==> config.mk <==
export PLATFORM = sky130hd
export DESIGN_NAME = rhb_ctrl
export DESIGN_NICKNAME = d
export VERILOG_FILES = /design/src/rhb_pkg.sv /design/src/rhb_ctrl.sv
export SDC_FILE = /design/constraint.sdc
export NUM_CORES = 1
export LEC_CHECK = 0
export BUFFER_PORTS_ARGS = -buffer_cell sky130_fd_sc_hd__buf_2
export CAP_MARGIN = 20
export CORE_MARGIN = 2
export CORE_UTILIZATION = 30
export DETAILED_ROUTE_END_ITERATION = 6
export HOLD_SLACK_MARGIN = 0.02
export PLACE_DENSITY_LB_ADDON = 0.08
export REMOVE_ABC_BUFFERS = 1
export SLEW_MARGIN = 20
export SYNTH_ARGS = -nofsm -noshare
export SYNTH_HDL_FRONTEND = slang
export SYNTH_SLANG_ARGS = --single-unit
==> constraint.sdc <==
create_clock -name clk -period 1.8 [get_ports clk]
set_clock_uncertainty 0.2 [all_clocks]
set_input_delay 0.09 -clock clk [delete_from_list [all_inputs] [get_ports clk]]
set_output_delay 0.09 -clock clk [all_outputs]
set_load 0.01 [all_outputs]
==> src/rhb_pkg.sv <==
// Shared constants, codes and control types for the range histogram binner.
// No dependencies; every other file of the block imports this package.
`timescale 1ns / 1ps
`default_nettype none

package rhb_pkg;

  localparam int MAX_BINS   = 1024;
  localparam int COUNT_BITS = 32;
  localparam int ADDR_W     = $clog2(MAX_BINS);

  localparam int OPCODE_W   = 1;
  localparam int SAMPLE_W   = 32;
  localparam int INDEX_W    = 10;
  localparam int STATUS_W   = 2;
  localparam int NUMBER_W   = 16;
  localparam int VALUE_W    = 32;

  localparam int CFG_INDEX_W = 2;
  localparam int CFG_DATA_W  = 32;
  localparam int STEP_W      = 31;
  localparam int BIN_COUNT_W = 11;

  localparam int NUM_W  = SAMPLE_W + 2;
  localparam int DIV_W  = STEP_W + 1;
  localparam int STEP_CNT_W = $clog2(NUM_W + 1);

  localparam logic [OPCODE_W-1:0] OP_INSERT = 1'b0;
  localparam logic [OPCODE_W-1:0] OP_READ   = 1'b1;

  localparam logic [STATUS_W-1:0] ST_DONE   = 2'd0;
  localparam logic [STATUS_W-1:0] ST_BELOW  = 2'd1;
  localparam logic [STATUS_W-1:0] ST_ABOVE  = 2'd2;
  localparam logic [STATUS_W-1:0] ST_BEYOND = 2'd3;

  localparam logic [CFG_INDEX_W-1:0] REG_RANGE_START = 2'd0;
  localparam logic [CFG_INDEX_W-1:0] REG_RANGE_STOP  = 2'd1;
  localparam logic [CFG_INDEX_W-1:0] REG_BIN_STEP    = 2'd2;
  localparam logic [CFG_INDEX_W-1:0] REG_BIN_COUNT   = 2'd3;

  typedef struct packed {
    logic clr_wr;
    logic capture;
    logic check;
    logic div_load;
    logic div_step;
    logic mem_rd;
    logic update;
    logic reject;
    logic emit;
  } rhb_cmd_t;

  typedef struct packed {
    logic clr_last;
    logic is_read;
    logic chk_reject;
    logic div_last;
    logic quot_beyond;
    logic out_free;
  } rhb_stat_t;

endpackage

`default_nettype wire

==> src/rhb_ctrl.sv <==
// Sequencing state machine for the histogram binner.
// Depends on rhb_pkg; drives rhb_dp through command and status structs.
`timescale 1ns / 1ps
`default_nettype none

module rhb_ctrl import rhb_pkg::*; (
  input  wire logic      clk,
  input  wire logic      rst,
  input  wire logic      req_valid,
  output logic           req_ready,
  input  wire rhb_stat_t stat,
  output rhb_cmd_t       cmd
);

  localparam logic [3:0] S_CLEAR  = 4'd0;
  localparam logic [3:0] S_IDLE   = 4'd1;
  localparam logic [3:0] S_CHECK  = 4'd2;
  localparam logic [3:0] S_LOAD   = 4'd3;
  localparam logic [3:0] S_DIV    = 4'd4;
  localparam logic [3:0] S_TEST   = 4'd5;
  localparam logic [3:0] S_READ   = 4'd6;
  localparam logic [3:0] S_UPDATE = 4'd7;
  localparam logic [3:0] S_DONE   = 4'd8;

  logic [3:0] state;
  logic [3:0] state_next;

  always_ff @(posedge clk) begin
    if (rst) begin
      state <= S_CLEAR;
    end else begin
      state <= state_next;
    end
  end

  assign req_ready = (state == S_IDLE);

  always_comb begin
    state_next = state;
    cmd        = '0;
    case (state)
      S_CLEAR: begin
        cmd.clr_wr = 1'b1;
        if (stat.clr_last) begin
          state_next = S_IDLE;
        end
      end
      S_IDLE: begin
        if (req_valid) begin
          cmd.capture = 1'b1;
          state_next  = S_CHECK;
        end
      end
      S_CHECK: begin
        cmd.check = 1'b1;
        if (stat.chk_reject) begin
          cmd.reject = 1'b1;
          state_next = S_DONE;
        end else if (stat.is_read) begin
          state_next = S_READ;
        end else begin
          state_next = S_LOAD;
        end
      end
      S_LOAD: begin
        cmd.div_load = 1'b1;
        state_next   = S_DIV;
      end
      S_DIV: begin
        cmd.div_step = 1'b1;
        if (stat.div_last) begin
          state_next = S_TEST;
        end
      end
      S_TEST: begin
        if (stat.quot_beyond) begin
          cmd.reject = 1'b1;
          state_next = S_DONE;
        end else begin
          state_next = S_READ;
        end
      end
      S_READ: begin
        cmd.mem_rd = 1'b1;
        state_next = S_UPDATE;
      end
      S_UPDATE: begin
        cmd.update = 1'b1;
        state_next = S_DONE;
      end
      S_DONE: begin
        if (stat.out_free) begin
          cmd.emit   = 1'b1;
          state_next = S_IDLE;
        end
      end
      default: begin
        state_next = S_IDLE;
      end
    endcase
  end

endmodule

`default_nettype wire

==> metrics.txt <==
placed wire-length estimate between 700 and 800 um; maximum VDD drop around 0.54 mV; Die Span Y 41.1 um; Total Negative Setup Slacks 0 ns; postcts setup bufs 0; post-synthesis cell count 53; port buffer count 18; clock sinks 4; final setup fails 0; H-Tree Depth 1; Synth area leader dfxtp_1; total gr overflow 0; Largest regs state: 4 flops; Final #Nets 83; Final Slew Violations 0; Pleak approximately 0.23 nW; R2R Path Start state[1]$_SDFFE_PP0P_; number of distinct library cells after synthesis 28; Placeable Area between 1000 and 1500 um^2; Routed Antenna Nets 0; Yosys warnings 0; status completed; ANT cells 0; fraction of registers with async set/reset 0; # DRC 0; dominant synthesized flop cell dfxtp_1; RSZ-0062 raised after global routing no; Vias roughly 430; fillers 153; Max Fclk roughly 610 MHz; Synth Register Bits 4; most frequent cells in the layout buf_2, nor2_1, nand2_1, nor3_1, a21oi_1; # IOs 19; Final Cell Area around 530 um^2; most common cell after layout, fill and taps aside buf_2; worst skew pair latency between 0.2 and 0.25 ns; dpl cell area 483 um^2; Tot GR Track Use 0.138; TritonCTS buffer count 3; Largest register FFs 4; kind of critical path reg -> out; DIE WIDTH between 40 and 50 um; Synth area leaders dfxtp_1, buf_6, a2111oi_2, nor2_1, a21oi_1; Post-Route WL 986 um; Clock Tree Buf Depth 2; Slew HR 0.677; Final period util 0.908; vias in the first global route approximately 340; initial drt markers 3; worst hold path type in -> reg; first-pass GRT wire length ~1500 um; P per Cell Area 591 nW/um^2; crit path time final about 1.6 ns; CP required ~1.5 ns; largest net degree at the start of global routing 17; EDFF count, synth 0; via/cell ratio between 4 and 5; Avg Inst Size Synth approximately 7.8 um^2; row cnt 13; Final Hold Vio Count 0; WP data arrival 1.34 ns; share of cells above drive strength 1 0.389; area share of the largest cell type after synthesis 0.194; Max-cap violations 0; Seq. cell area around 81 um^2; sequential area share after synthesis 0.194; worst slew pin tran 0.484 ns; Clk Tree Root Cell clkbuf_4; CTS tree built; Layout area overhead 27.6%; hold_sp stat[2]; Setup crit start kind flop; drt pass-1 iters 2; Post-Syn Area just over 400 um^2; Multi-input gate area between 200 and 300 um^2; Max FO, Critical Path 14; starting density of the core 0.317; die area 1690 um^2; crit end category primary output; Clock Pin Slew Worst Setup and Hold Paths 0.04 ns; antenna violations before repair 0; WL/cell between 10 and 15 um; Largest Register state; Final Wtd Congestion a little under 0.7; worst setup path start state[1]$_SDFFE_PP0P_
metal layers:
layer / vias to the layer above / share of wire / track usage / wire length, um
met5: - / 0 / 0 / 0
met3: 0 / 0.051 / 0.0163 / 50
met4: 0 / 0 / 0.0726 / 0
met1: 180 / 0.53 / 0.199 / 521
met2: 10 / 0.42 / 0.195 / 414
li1: 238 / - / - / -
report_power, final:
part           internal (mW)  switching (mW)
logic                 0.0433          0.0442
registers             0.0950          0.0209
clock network         0.0744          0.0335
total                  0.213          0.0985
timing repair:
action | 4_1_cts | 5_1_grt
hold endpoints to repair | 4 | 0
hold buffers | 2 | 0
gates resized for setup | 1 | 0
endpoints found under the setup margin | 1 | 0
worst paths after layout:
kind / end / cells after the start / slack (ns)
max: cmd[1] / 3 / 0.17
min: state[1]$_SDFFE_PP0P_ / 5 / 0.06
max reg2reg: state[1]$_SDFFE_PP0P_ / 4 / 0.30
min reg2reg: state[2]$_SDFFE_PP0P_ / 1 / 0.41
cell usage after synthesis, types with 2 or more instances:
cell type / number
a21oi_2: 2
a21oi_1: 4
nand2_1: 4
dfxtp_1: 4
inv_1: 3
nand2b_1: 2
nor3b_1: 2
nor2_1: 6
nor3_1: 4
buf_6: 3
a2111oi_2: 2
worst max-delay path, cell delays in order, from the launching register on:
cell and delay [ns]:
dfxtp_1 0.61, nand4bb_1 0.18, a21oi_2 0.18, buf_2 0.14
area by class of cell:
class,count,area share
clock buffers,3,0.0428
multi-input cells,41,0.523
well taps,15,0.0356
repair buffers,21,0.223
flip-flops and latches,4,0.154
inverters,3,0.0214
cells by family (layout without fill, tap and decap cells):
group / Yosys count / in the layout / share of synthesized area
compound gates: 13 / 13 / 0.248
flops: 4 / 4 / 0.194
simple gates: 27 / 27 / 0.394
buf+inv: 8 / 27 / 0.139
mux: 1 / 1 / 0.0242
per-stage QoR:
step,total power [mW],setup WS (ns),util,hold WS [ns],std cells
floorplan,0.166,0.270,-,-0.0403,48
finish,0.311,0.165,0.405,0.0642,87
detailed placement,0.201,0.195,0.371,0.143,82
global placement,0.201,0.195,0.371,0.141,82
global route,0.340,0.0566,0.405,0.0839,87
CTS,0.316,0.165,0.405,0.0631,87
Note: power is estimated with default switching activity, not from simulation.
